$ cat src/rcfp_pkg.sv
// shared constants and widths for the rc serial frame channel parser
package rcfp_pkg;

  localparam int FRAME_BYTES  = 32;
  localparam int NUM_CHANNELS = 14;
  localparam int ADDR_W       = $clog2(FRAME_BYTES);
  localparam int CH_W         = 4;

  localparam logic [7:0]  SYNC_FIRST  = 8'h20;
  localparam logic [7:0]  SYNC_SECOND = 8'h40;
  localparam logic [15:0] SUM_START   = 16'hFFFF;
  localparam logic [15:0] CLAMP_LOW   = 16'd1000;
  localparam logic [15:0] CLAMP_HIGH  = 16'd2000;

  localparam int SPAN_W      = 10;
  localparam int RECIP_W     = 25;
  localparam int PROD_W      = SPAN_W + RECIP_W;
  localparam int SCALE_SHIFT = 18;
  // ceil(65.535 * 2^18), floor of the product is exact for spans 0..1000
  localparam logic [RECIP_W-1:0] SCALE_RECIP = 25'd17179608;

  localparam logic [1:0] KIND_CHAN = 2'd0;
  localparam logic [1:0] KIND_SYNC = 2'd1;
  localparam logic [1:0] KIND_CSUM = 2'd2;

endpackage

$ cat src/rcfp_frame_mem.sv
// frame byte store with one write port and one registered read port
module rcfp_frame_mem (
  input  logic                       clk,
  input  logic                       we,
  input  logic [rcfp_pkg::ADDR_W-1:0] waddr,
  input  logic [7:0]                 wdata,
  input  logic [rcfp_pkg::ADDR_W-1:0] raddr,
  output logic [7:0]                 rdata
);
  import rcfp_pkg::*;

  logic [7:0] mem_r [FRAME_BYTES];
  logic [7:0] rdata_r;

  always_ff @(posedge clk) begin
    if (we) begin
      mem_r[waddr] <= wdata;
    end
    rdata_r <= mem_r[raddr];
  end

  assign rdata = rdata_r;

endmodule

$ cat src/rcfp_scale_div.sv
// scaled value unit: span * 65535 / 1000 by reciprocal multiply, result registered in the cycle after start
module rcfp_scale_div (
  input  logic                       clk,
  input  logic                       rst_n,
  input  logic                       start,
  input  logic [rcfp_pkg::SPAN_W-1:0] span,
  output logic                       done,
  output logic [15:0]                quotient
);
  import rcfp_pkg::*;

  logic              done_r, done_nxt;
  logic [15:0]       q_r, q_nxt;
  logic [PROD_W-1:0] prod;

  assign prod = PROD_W'(span) * PROD_W'(SCALE_RECIP);

  always_comb begin
    done_nxt = start;
    q_nxt    = start ? prod[SCALE_SHIFT +: 16] : q_r;
  end

  always_ff @(posedge clk) begin
    if (!rst_n) begin
      done_r <= 1'b0;
    end else begin
      done_r <= done_nxt;
    end
    q_r <= q_nxt;
  end

  assign done     = done_r;
  assign quotient = q_r;

endmodule

$ cat src/rc_serial_frame_channel_parser.sv
// top level: sync hunt, frame gather, checksum and channel result sequencer
//
// Takes one serial byte per accepted word and hunts for the sync pair 0x20 0x40,
// then gathers the rest of a 32-byte frame into an internal store while keeping
// a running checksum. Sync, payload and checksum bytes are accepted back to
// back while in_stall is low; a bad sync byte or a checksum mismatch yields
// a single error word and holds in_stall high until it is written to the
// output. The final byte of a good frame starts the channel sequencer, which
// emits 14 channel words: per channel two store reads, a clamp, a reciprocal
// multiply for the scaled value and the output write, with in_stall high
// throughout. A stalled output holds the sequencer in its emit state. The
// output register lets a new byte be taken while the previous result still
// waits.
module rc_serial_frame_channel_parser (
  input  logic        clk,
  input  logic        rst_n,
  input  logic        in_valid,
  output logic        in_stall,
  input  logic [7:0]  in_rx_byte,
  output logic        out_valid,
  input  logic        out_stall,
  output logic [1:0]  out_kind,
  output logic [3:0]  out_channel_index,
  output logic [15:0] out_raw_value,
  output logic [15:0] out_scaled_value,
  output logic        out_last
);
  import rcfp_pkg::*;

  localparam logic [2:0] S_IDLE    = 3'd0;
  localparam logic [2:0] S_EMIT_ER = 3'd1;
  localparam logic [2:0] S_RD_LO   = 3'd2;
  localparam logic [2:0] S_RD_HI   = 3'd3;
  localparam logic [2:0] S_CLAMP   = 3'd4;
  localparam logic [2:0] S_DIV     = 3'd5;
  localparam logic [2:0] S_EMIT_CH = 3'd6;

  localparam logic [1:0] PH_HUNT  = 2'd0;
  localparam logic [1:0] PH_SYNC2 = 2'd1;
  localparam logic [1:0] PH_BODY  = 2'd2;

  logic [2:0]        state_r, state_nxt;
  logic [1:0]        phase_r, phase_nxt;
  logic [ADDR_W-1:0] count_r, count_nxt;
  logic [15:0]       sum_r, sum_nxt;
  logic [7:0]        csum_lo_r, csum_lo_nxt;
  logic [1:0]        err_kind_r, err_kind_nxt;
  logic [CH_W-1:0]   ch_r, ch_nxt;
  logic [15:0]       raw_r, raw_nxt;
  logic [15:0]       scaled_r, scaled_nxt;

  logic              out_valid_r, out_valid_nxt;
  logic [1:0]        out_kind_r, out_kind_nxt;
  logic [CH_W-1:0]   out_ch_r, out_ch_nxt;
  logic [15:0]       out_raw_r, out_raw_nxt;
  logic [15:0]       out_scaled_r, out_scaled_nxt;
  logic              out_last_r, out_last_nxt;

  logic              accept;
  logic              out_free;
  logic [15:0]       sub_a;
  logic [15:0]       sub_diff;
  logic              mem_we;
  logic [ADDR_W-1:0] mem_waddr;
  logic [ADDR_W-1:0] mem_raddr;
  logic [7:0]        mem_rdata;
  logic [15:0]       raw_full;
  logic [SPAN_W-1:0] span;
  logic              div_start;
  logic              div_done;
  logic [15:0]       div_q;
  logic              ch_last;

  assign accept   = in_valid && !in_stall;
  assign out_free = !out_valid_r || !out_stall;
  assign in_stall = (state_r != S_IDLE);
  assign ch_last  = (ch_r == CH_W'(NUM_CHANNELS - 1));

  // shared checksum subtractor
  assign sub_a    = (phase_r == PH_SYNC2 || phase_r == PH_BODY) ? sum_r : SUM_START;
  assign sub_diff = sub_a - {8'b0, in_rx_byte};

  assign raw_full = {mem_rdata, raw_r[7:0]};

  always_comb begin
    if (raw_full <= CLAMP_LOW) begin
      span = '0;
    end else if (raw_full >= CLAMP_HIGH) begin
      span = SPAN_W'(CLAMP_HIGH - CLAMP_LOW);
    end else begin
      span = SPAN_W'(raw_full - CLAMP_LOW);
    end
  end

  assign div_start = (state_r == S_CLAMP);
  assign mem_raddr = (state_r == S_RD_LO) ? ADDR_W'({ch_r, 1'b0} + 5'd2)
                                          : ADDR_W'({ch_r, 1'b0} + 5'd3);

  always_comb begin
    state_nxt      = state_r;
    phase_nxt      = phase_r;
    count_nxt      = count_r;
    sum_nxt        = sum_r;
    csum_lo_nxt    = csum_lo_r;
    err_kind_nxt   = err_kind_r;
    ch_nxt         = ch_r;
    raw_nxt        = raw_r;
    scaled_nxt     = scaled_r;
    mem_we         = 1'b0;
    mem_waddr      = count_r;
    out_valid_nxt  = out_valid_r && out_stall;
    out_kind_nxt   = out_kind_r;
    out_ch_nxt     = out_ch_r;
    out_raw_nxt    = out_raw_r;
    out_scaled_nxt = out_scaled_r;
    out_last_nxt   = out_last_r;

    unique case (state_r)
      S_IDLE: begin
        if (accept) begin
          unique case (phase_r)
            PH_SYNC2: begin
              if (in_rx_byte != SYNC_SECOND) begin
                phase_nxt    = PH_HUNT;
                err_kind_nxt = KIND_SYNC;
                state_nxt    = S_EMIT_ER;
              end else begin
                mem_we    = 1'b1;
                mem_waddr = ADDR_W'(1);
                sum_nxt   = sub_diff;
                count_nxt = ADDR_W'(2);
                phase_nxt = PH_BODY;
              end
            end
            PH_BODY: begin
              mem_we = 1'b1;
              if (count_r < ADDR_W'(FRAME_BYTES - 2)) begin
                sum_nxt = sub_diff;
              end
              if (count_r == ADDR_W'(FRAME_BYTES - 2)) begin
                csum_lo_nxt = in_rx_byte;
              end
              if (count_r != ADDR_W'(FRAME_BYTES - 1)) begin
                count_nxt = count_r + 1'b1;
              end else begin
                phase_nxt = PH_HUNT;
                count_nxt = '0;
                if ({in_rx_byte, csum_lo_r} != sum_r) begin
                  err_kind_nxt = KIND_CSUM;
                  state_nxt    = S_EMIT_ER;
                end else begin
                  ch_nxt    = '0;
                  state_nxt = S_RD_LO;
                end
              end
            end
            default: begin
              phase_nxt = PH_HUNT;
              if (in_rx_byte != SYNC_FIRST) begin
                err_kind_nxt = KIND_SYNC;
                state_nxt    = S_EMIT_ER;
              end else begin
                mem_we    = 1'b1;
                mem_waddr = '0;
                sum_nxt   = sub_diff;
                count_nxt = ADDR_W'(1);
                phase_nxt = PH_SYNC2;
              end
            end
          endcase
        end
      end
      S_EMIT_ER: begin
        if (out_free) begin
          out_valid_nxt  = 1'b1;
          out_kind_nxt   = err_kind_r;
          out_ch_nxt     = '0;
          out_raw_nxt    = '0;
          out_scaled_nxt = '0;
          out_last_nxt   = 1'b1;
          state_nxt      = S_IDLE;
        end
      end
      S_RD_LO: begin
        state_nxt = S_RD_HI;
      end
      S_RD_HI: begin
        raw_nxt   = {8'b0, mem_rdata};
        state_nxt = S_CLAMP;
      end
      S_CLAMP: begin
        raw_nxt   = raw_full;
        state_nxt = S_DIV;
      end
      S_DIV: begin
        if (div_done) begin
          scaled_nxt = div_q;
          state_nxt  = S_EMIT_CH;
        end
      end
      S_EMIT_CH: begin
        if (out_free) begin
          out_valid_nxt  = 1'b1;
          out_kind_nxt   = KIND_CHAN;
          out_ch_nxt     = ch_r;
          out_raw_nxt    = raw_r;
          out_scaled_nxt = scaled_r;
          out_last_nxt   = ch_last;
          if (ch_last) begin
            state_nxt = S_IDLE;
          end else begin
            ch_nxt    = ch_r + 1'b1;
            state_nxt = S_RD_LO;
          end
        end
      end
      default: begin
        state_nxt = S_IDLE;
      end
    endcase
  end

  always_ff @(posedge clk) begin
    if (!rst_n) begin
      state_r     <= S_IDLE;
      phase_r     <= PH_HUNT;
      count_r     <= '0;
      sum_r       <= SUM_START;
      out_valid_r <= 1'b0;
    end else begin
      state_r     <= state_nxt;
      phase_r     <= phase_nxt;
      count_r     <= count_nxt;
      sum_r       <= sum_nxt;
      out_valid_r <= out_valid_nxt;
    end
    csum_lo_r    <= csum_lo_nxt;
    err_kind_r   <= err_kind_nxt;
    ch_r         <= ch_nxt;
    raw_r        <= raw_nxt;
    scaled_r     <= scaled_nxt;
    out_kind_r   <= out_kind_nxt;
    out_ch_r     <= out_ch_nxt;
    out_raw_r    <= out_raw_nxt;
    out_scaled_r <= out_scaled_nxt;
    out_last_r   <= out_last_nxt;
  end

  rcfp_frame_mem u_mem (
    .clk   (clk),
    .we    (mem_we),
    .waddr (mem_waddr),
    .wdata (in_rx_byte),
    .raddr (mem_raddr),
    .rdata (mem_rdata)
  );

  rcfp_scale_div u_div (
    .clk      (clk),
    .rst_n    (rst_n),
    .start    (div_start),
    .span     (span),
    .done     (div_done),
    .quotient (div_q)
  );

  assign out_valid         = out_valid_r;
  assign out_kind          = out_kind_r;
  assign out_channel_index = out_ch_r;
  assign out_raw_value     = out_raw_r;
  assign out_scaled_value  = out_scaled_r;
  assign out_last          = out_last_r;

endmodule

$ cat config.mk
export PLATFORM = sky130hd
export DESIGN_NAME = rc_serial_frame_channel_parser
export DESIGN_NICKNAME = d
export VERILOG_FILES = /design/src/rcfp_pkg.sv /design/src/rcfp_frame_mem.sv /design/src/rcfp_scale_div.sv /design/src/rc_serial_frame_channel_parser.sv
export SDC_FILE = /design/constraint.sdc
export NUM_CORES = 1
export LEC_CHECK = 0
export BUFFER_PORTS_ARGS = -buffer_cell sky130_fd_sc_hd__buf_2
export CAP_MARGIN = 20
export CORE_ASPECT_RATIO = 0.75
export CORE_MARGIN = 1
export CORE_UTILIZATION = 65
export CTS_CLUSTER_DIAMETER = 40
export DETAILED_ROUTE_END_ITERATION = 12
export MAX_ROUTING_LAYER = met4
export PLACE_DENSITY = 0.83
export SLEW_MARGIN = 20
export SYNTH_ARGS = -nofsm -noshare
export SYNTH_HDL_FRONTEND = slang
export SYNTH_HIERARCHICAL = 1
export SYNTH_SLANG_ARGS = --single-unit
$ cat constraint.sdc
create_clock -name clk -period 14.7 [get_ports clk]
set_input_delay 2.94 -clock clk [delete_from_list [all_inputs] [get_ports clk]]
set_output_delay 2.94 -clock clk [all_outputs]
set_load 0.03 [all_outputs]
### Word-level counts from Yosys, hierarchy flattened

Memory sizes are Yosys's and may differ from the RTL's. A register that Yosys moved wholly into a read port is not among the register bits.
Index checks and enable logic that the tools add are counted.
Widths: inputs -> output; s select.

| storage, ports and cells | value |
|---|---|
| memory bits (read-only) | 0 |
| memories kept | 1 |
| bits in latches | 0 |
| output and inout bits | 41 |
| bits of input ports | 12 |
| bits in registers | 129 |
| word-level logic and storage cells | 153 |
| memory bits (writable) | 256 |

Memories:

| name | depth | bits a word | read ports | clocked after Yosys merged registers in | write ports | RTL line | RTL |
|---|---|---|---|---|---|---|---|
| u_mem.mem_r | 32 | 8 | 1 | 1 | 1 | rcfp_frame_mem.sv:12 | `logic [7:0] mem_r [FRAME_BYTES];` |

| operators by class | value |
|---|---|
| multiplexer cells | 68 |
| multiply operators | 1 |
| reduce and logical (&&, ||, !) cells | 24 |
| add/subtract/negate cells | 6 |
| bitwise gates (word level) | 1 |
| divide/modulo/power cells | 0 |
| eq/ne operators | 31 |
| shifts and indexed selects | 0 |
| magnitude comparators | 3 |

Operators by type and width:

| cell | count |
|---|---|
| $pmux 16 s2 | 4 |
| $mux 16 | 7 |
| $mux 5 | 8 |
| $mux 4 | 8 |
| $mul 10x22->31 const B | 1 |
| $mux 3 | 7 |
| $pmux 3 s7 | 1 |
| $mux 10 | 2 |
| $mux 2 | 10 |
| $pmux 5 s2 | 2 |
| $ne 2x2->1 const B | 9 |
| $ge 16x11->1 const B | 1 |
| $le 16x10->1 const B | 1 |
| $ne 16x16->1 | 1 |
| $pmux 4 s2 | 2 |
| $sub 16x8->16 | 1 |
| $reduce_and 7->1 | 2 |
| $pmux 2 s2 | 3 |
| $mux 1 | 11 |
| $add 5x2->5 const B | 2 |
| $sub 10x10->10 const B | 1 |
| $eq 3x3->1 const B | 3 |
| $ne 3x3->1 const B | 3 |
| $ne 2x1->1 const B | 4 |
| other kinds (28) | 40 |

### Depth between registers and ports, before layout

| depth | value |
|---|---|
| word-level depth | 7 |
| mapped depth | 23 |
| mapped depth without buffers | 23 |

### Modules after synthesis

The synthesis kept the hierarchy.

By module, submodules not included:

| module | seq. area each (µm²) | area an instance (µm²) | times used | cells an instance |
|---|---|---|---|---|
| rcfp_frame_mem | 7847.5 | 10053.4 | 1 | 417 |
| rc_serial_frame_channel_parser | 3093.0 | 5466.5 | 1 | 495 |
| rcfp_scale_div | 500.5 | 3515.9 | 1 | 346 |

### Least setup slack after synthesis

OpenSTA, ideal clock, no wires.

| timing | value |
|---|---|
| path type | register -> register |
| from | register raw_r[4] |
| to | register u_div.q_r[4] (netlist: u_div/quotient[4]), data pin |
| required time | 14445 ps |
| path buffers | 0 |
| arrival time | 5944 ps |
| clock period less this slack | 6199 ps |
| setup slack | 8501 ps |
| library setup time | 255 ps |
| cell stages (with the launch flop) | 22 |
| path through | edfxtp_1 > ha_1 > a211o_1 > a21oi_1 > nor2b_1 > nor2b_1 > inv_1 > fa_1 > inv_1 > fa_1 > inv_1 > fa_1 > inv_1 > fa_1 > fa_1 > ha_1 > o21ai_0 > or2b_2 > o31ai_4 > o31ai_4 > or3_2 > and3b_1 |

| between the ends | value |
|---|---|
| cells in the longest elaborated chain, start to end | 4 |
| elaborated cells on any way between the ends | 6 |
| those cells by class | add/sub (1); mul (1); order compare (2); mux (2) |

RTL lines:

| what | RTL line | RTL |
|---|---|---|
| start, declared | rc_serial_frame_channel_parser.sv:49 | `logic [15:0] raw_r, raw_nxt;` |
| start signal, assigned | rc_serial_frame_channel_parser.sv:240 | `raw_r <= raw_nxt;` |
| $ge 16x11->1 / $sub 10x10->10 (equally long branches) | rc_serial_frame_channel_parser.sv:88, rc_serial_frame_channel_parser.sv:91 |  |
| $mux 10 | rc_serial_frame_channel_parser.sv:88 | `end else if (raw_full >= CLAMP_HIGH) begin` |
| $mux 10 * | rc_serial_frame_channel_parser.sv:86 | `if (raw_full <= CLAMP_LOW) begin` |
| named net span[4] | rc_serial_frame_channel_parser.sv:68 | `logic [SPAN_W-1:0] span;` |
| $mul 10x22->31 * | rcfp_scale_div.sv:16 | `assign prod = PROD_W'(span) * PROD_W'(SCALE_RECIP);` |
| named net u_div.prod[22] | rcfp_scale_div.sv:14 | `logic [PROD_W-1:0] prod;` |
| end signal, assigned | rcfp_scale_div.sv:29 | `q_r <= q_nxt;` |
| end, declared | rcfp_scale_div.sv:13 | `logic [15:0] q_r, q_nxt;` |

The timed path passes the listed nets; every way through them passes the cells marked *.
A chain may end at the register's enable or synchronous reset.

### Worst setup path in the final report

| timing | value |
|---|---|
| from | register raw_r[3] |
| to | register u_div.q_r[8] (netlist: u_div/quotient[8]), data pin |

Same word-level chain as after synthesis.

==> flow_summary.ini <==
[run_status]
status = finished clean

[timing]
fin_skew_ns = 0.0186
final_hold_viol_count = 0
finalSetupViolations = 0
fin_ws_ns = 7.61
worstMarginPinSlew_ns = 1.17
final.setup.tns_ns = 0
fin_crit_sh_pct = 48.2
fmax_mhz = 141
max_slew_margin_pct = 21.7
fin_hold_ws_ns = 0.418
maxSlewViolCount = 0
rsz0062_at_grt = false
fin_crit_ns = 7.09

[floorplan]
ioPinCount = 53
rows = 53
die_y_um = 150
core-area_um2 = 28400
die_x_um = 200
initial_utilization_pct = 67.1
fp.dieArea_um2 = 30000

[synthesis]
synth_flop_cell = edfxtp_1
syn_area_per_cell_um2 = 15.1
synth_edf_count = 357
async_reset_ff_share_pct = 0
synthesis.nets = 1420
ys_seq_elements = 393
synth_warnings = 6
netlist_area_um2 = 19000
synthCells = 1258
synth.distinct_cells = 69
seq_area_frac_synth_pct = 60.1

[hold_path]
hold_path.class = flip-flop to flip-flop

[detailed_routing]
wirelength_um = 42300
vias = 11200
drc = 0
via_per_inst = 6.45
first_pass_iters = 5
post_drt_wl_per_cell_um = 24.3
final_antenna_net_count = 0
drtIter0Drc = 1229

[global_routing]
grt_pass1_wl_um = 64900
grtUsageTotal_pct = 30.6
overflow = 0
grt_max_degree = 65
antenna_found_initial = 1
grt_pass1_vias = 11000

[finish]
syn_to_final_growth_pct = 10.2
fin_area_um2 = 21000
utilization_pct = 73.9
final_nets = 1482
drive_gt1_share_pct = 18.0

[critical_path]
worstSetupPathType = flip-flop to flip-flop
cp-start-kind = flip-flop
cp.required_ns = 14.99
endpoint_kind = flip-flop
crit_arrival_ns = 7.38
cp_max_fo = 7

[clock_network]
numCtsBuffers = 41
clkLatencyLatePin_ns = 0.56
cts_hold_buf = 0
h-tree-depth = 2
post_cts_buffers = 0
clock_sinks = 393
cts_buffer_depth = 3
cts_resized = 0
clkTransAtPathRegs_ns = 0.06
root_buffer = clkbuf_16
tritoncts = built

[placed_design]
gp_congestion = 0.924
pre_cts_slack_ns = 7.81
port_buffers = 52
hpwl_um = 27000
place_area_um2 = 19700

[power_and_ir_drop]
leakagePower_nw = 7.78
combPwrFrac_pct = 1.8
power_frac_seq_pct = 53.7
p_sw_mw = 0.482
clockPowerShare_pct = 44.5
switching_share_pct = 21.3
intPower_mw = 1.79
p_per_area_nw_per_um2 = 108
max-vdd-ir-drop_v = 0.000102

[flow_run]
drv_cap = 0
-- flip-flops by register name, summed over array words and instances (netlist names) --
signal	count
ch_r	4
count_r	5
csum_lo_r	8
err_kind_r	2
out_channel_index	4
out_kind	2
out_last	1
out_raw_value	16
out_scaled_value	16
out_valid	1
phase_r	2
raw_r	16
scaled_r	16
state_r	3
sum_r	16
u_div/done	1
u_div/quotient	16
u_mem/mem_r	256
u_mem/rdata	8
-- critical path, cell delays in order, from the launching register on --
cell and delay (ns):
edfxtp_1 0.38, inv_1 0.11, ha_1 0.21, a211o_1 0.26, a21oi_1 0.40, nor2b_1 0.27
nor2b_1 0.52, inv_1 0.19, fa_1 0.52, inv_1 0.07, fa_1 0.48, inv_1 0.05
fa_1 0.51, inv_1 0.06, fa_1 0.56, fa_1 0.43, ha_1 0.29, o21ai_0 0.18
or2b_2 0.34, o31ai_4 0.12, o21ai_1 0.27, o21a_1 0.28, a21oi_1 0.22, xnor2_1 0.10
-- logic make-up (layout without fill, tap and decap cells) --
logic type,after synthesis,in the layout,share of synthesized area (%)
AND/OR/NAND/NOR,316,316,8.88
flip-flops,393,393,60.1
buffers and inverters,136,230,3.05
adder cells (fa/ha/maj),150,150,11.4
multiplexers,90,90,10.0
other,0,1,0
AO/OA/AOI/OAI,131,131,4.63
XOR/XNOR,42,42,1.93
-- power by group through the flow --
stage / registers (mW) / logic, mW / clock network, mW
floorplan: 1.24 / 0.0152 / 0
global placement: 1.24 / 0.0384 / 0
detailed placement: 1.24 / 0.0398 / 0
CTS: 1.22 / 0.0404 / 1.02
global route: 1.22 / 0.0437 / 1.06
finish: 1.22 / 0.0403 / 1.01
-- worst paths after layout --
check / startpoint / end / slack [ns] / cells past startpoint
max: raw_r[3] / u_div/quotient[8] / 7.61 / 23
min: u_div/quotient[8] / scaled_r[8] / 0.42 / 0
max reg2reg: raw_r[3] / u_div/quotient[8] / 7.61 / 23
min reg2reg: u_div/quotient[8] / scaled_r[8] / 0.42 / 0
-- per-stage QoR --
step,total power [mW],instances
final,2.27,1738
after global routing,2.32,1738
after CTS,2.28,1737
after detailed placement,1.28,1662
after global placement,1.28,1662
after floorplan,1.26,1258
-- placed cells by master, fill, tap and decap left out, types with 6 or more instances in the layout --
master / count
a211oi_1: 9
xnor2_1: 10
and2_1: 57
a21o_1: 12
buf_2: 52
nor2b_1: 15
clkbuf_16: 41
clkinv_1: 8
nor3_1: 22
mux2_2: 8
inv_1: 88
dfxtp_1: 36
nor2_1: 84
nand2_1: 44
o21ai_0: 16
clkinv_2: 7
nand3b_1: 6
buf_4: 10
fa_1: 38
edfxtp_1: 357
mux4_2: 80
nand2b_1: 9
nand3_1: 16
o31ai_1: 8
a21oi_1: 38
nand4_1: 14
xor2_1: 32
or2_2: 10
ha_1: 112
o211ai_1: 11
-- cell usage after synthesis, types with 10 or more instances --
library cell | count | area (µm²)
or2_2 | 10 | 62.6
nor2_1 | 84 | 315
nor2b_1 | 15 | 93.8
xnor2_1 | 10 | 87.6
a21o_1 | 12 | 90.1
edfxtp_1 | 357 | 10700
nand4_1 | 14 | 87.6
fa_1 | 38 | 761
mux4_2 | 80 | 1800
nor3_1 | 22 | 110
dfxtp_1 | 36 | 721
o211ai_1 | 11 | 82.6
a21oi_1 | 39 | 195
and2_1 | 57 | 357
nand3_1 | 16 | 80.1
ha_1 | 112 | 1400
buf_4 | 10 | 75.1
xor2_1 | 32 | 280
o21ai_0 | 16 | 80.1
nand2_1 | 44 | 165
inv_1 | 91 | 342
clkbuf_1 | 22 | 82.6
-- metal layers --
| metal | track usage [%] | vias to the layer above | share of wire [%] |
|---|---|---|---|
| met5 | - | - | 0 |
| met4 | 7.90 | 0 | 2.0 |
| met3 | 6.12 | 77 | 10 |
| met2 | 45.8 | 672 | 47 |
| met1 | 43.5 | 5597 | 41 |
| li1 | - | 4870 | - |
-- layout make-up --
type	instances	area, µm²
repair buffers	63	347
clock buffers	46	1040
well taps	385	482
multi-input cells	729	7040
inverters	92	349
clock inverters	29	278
fillers	1697	7400
diodes	1	2.50
flip-flops and latches	393	11400
Note: power is estimated with default switching activity, not from simulation.
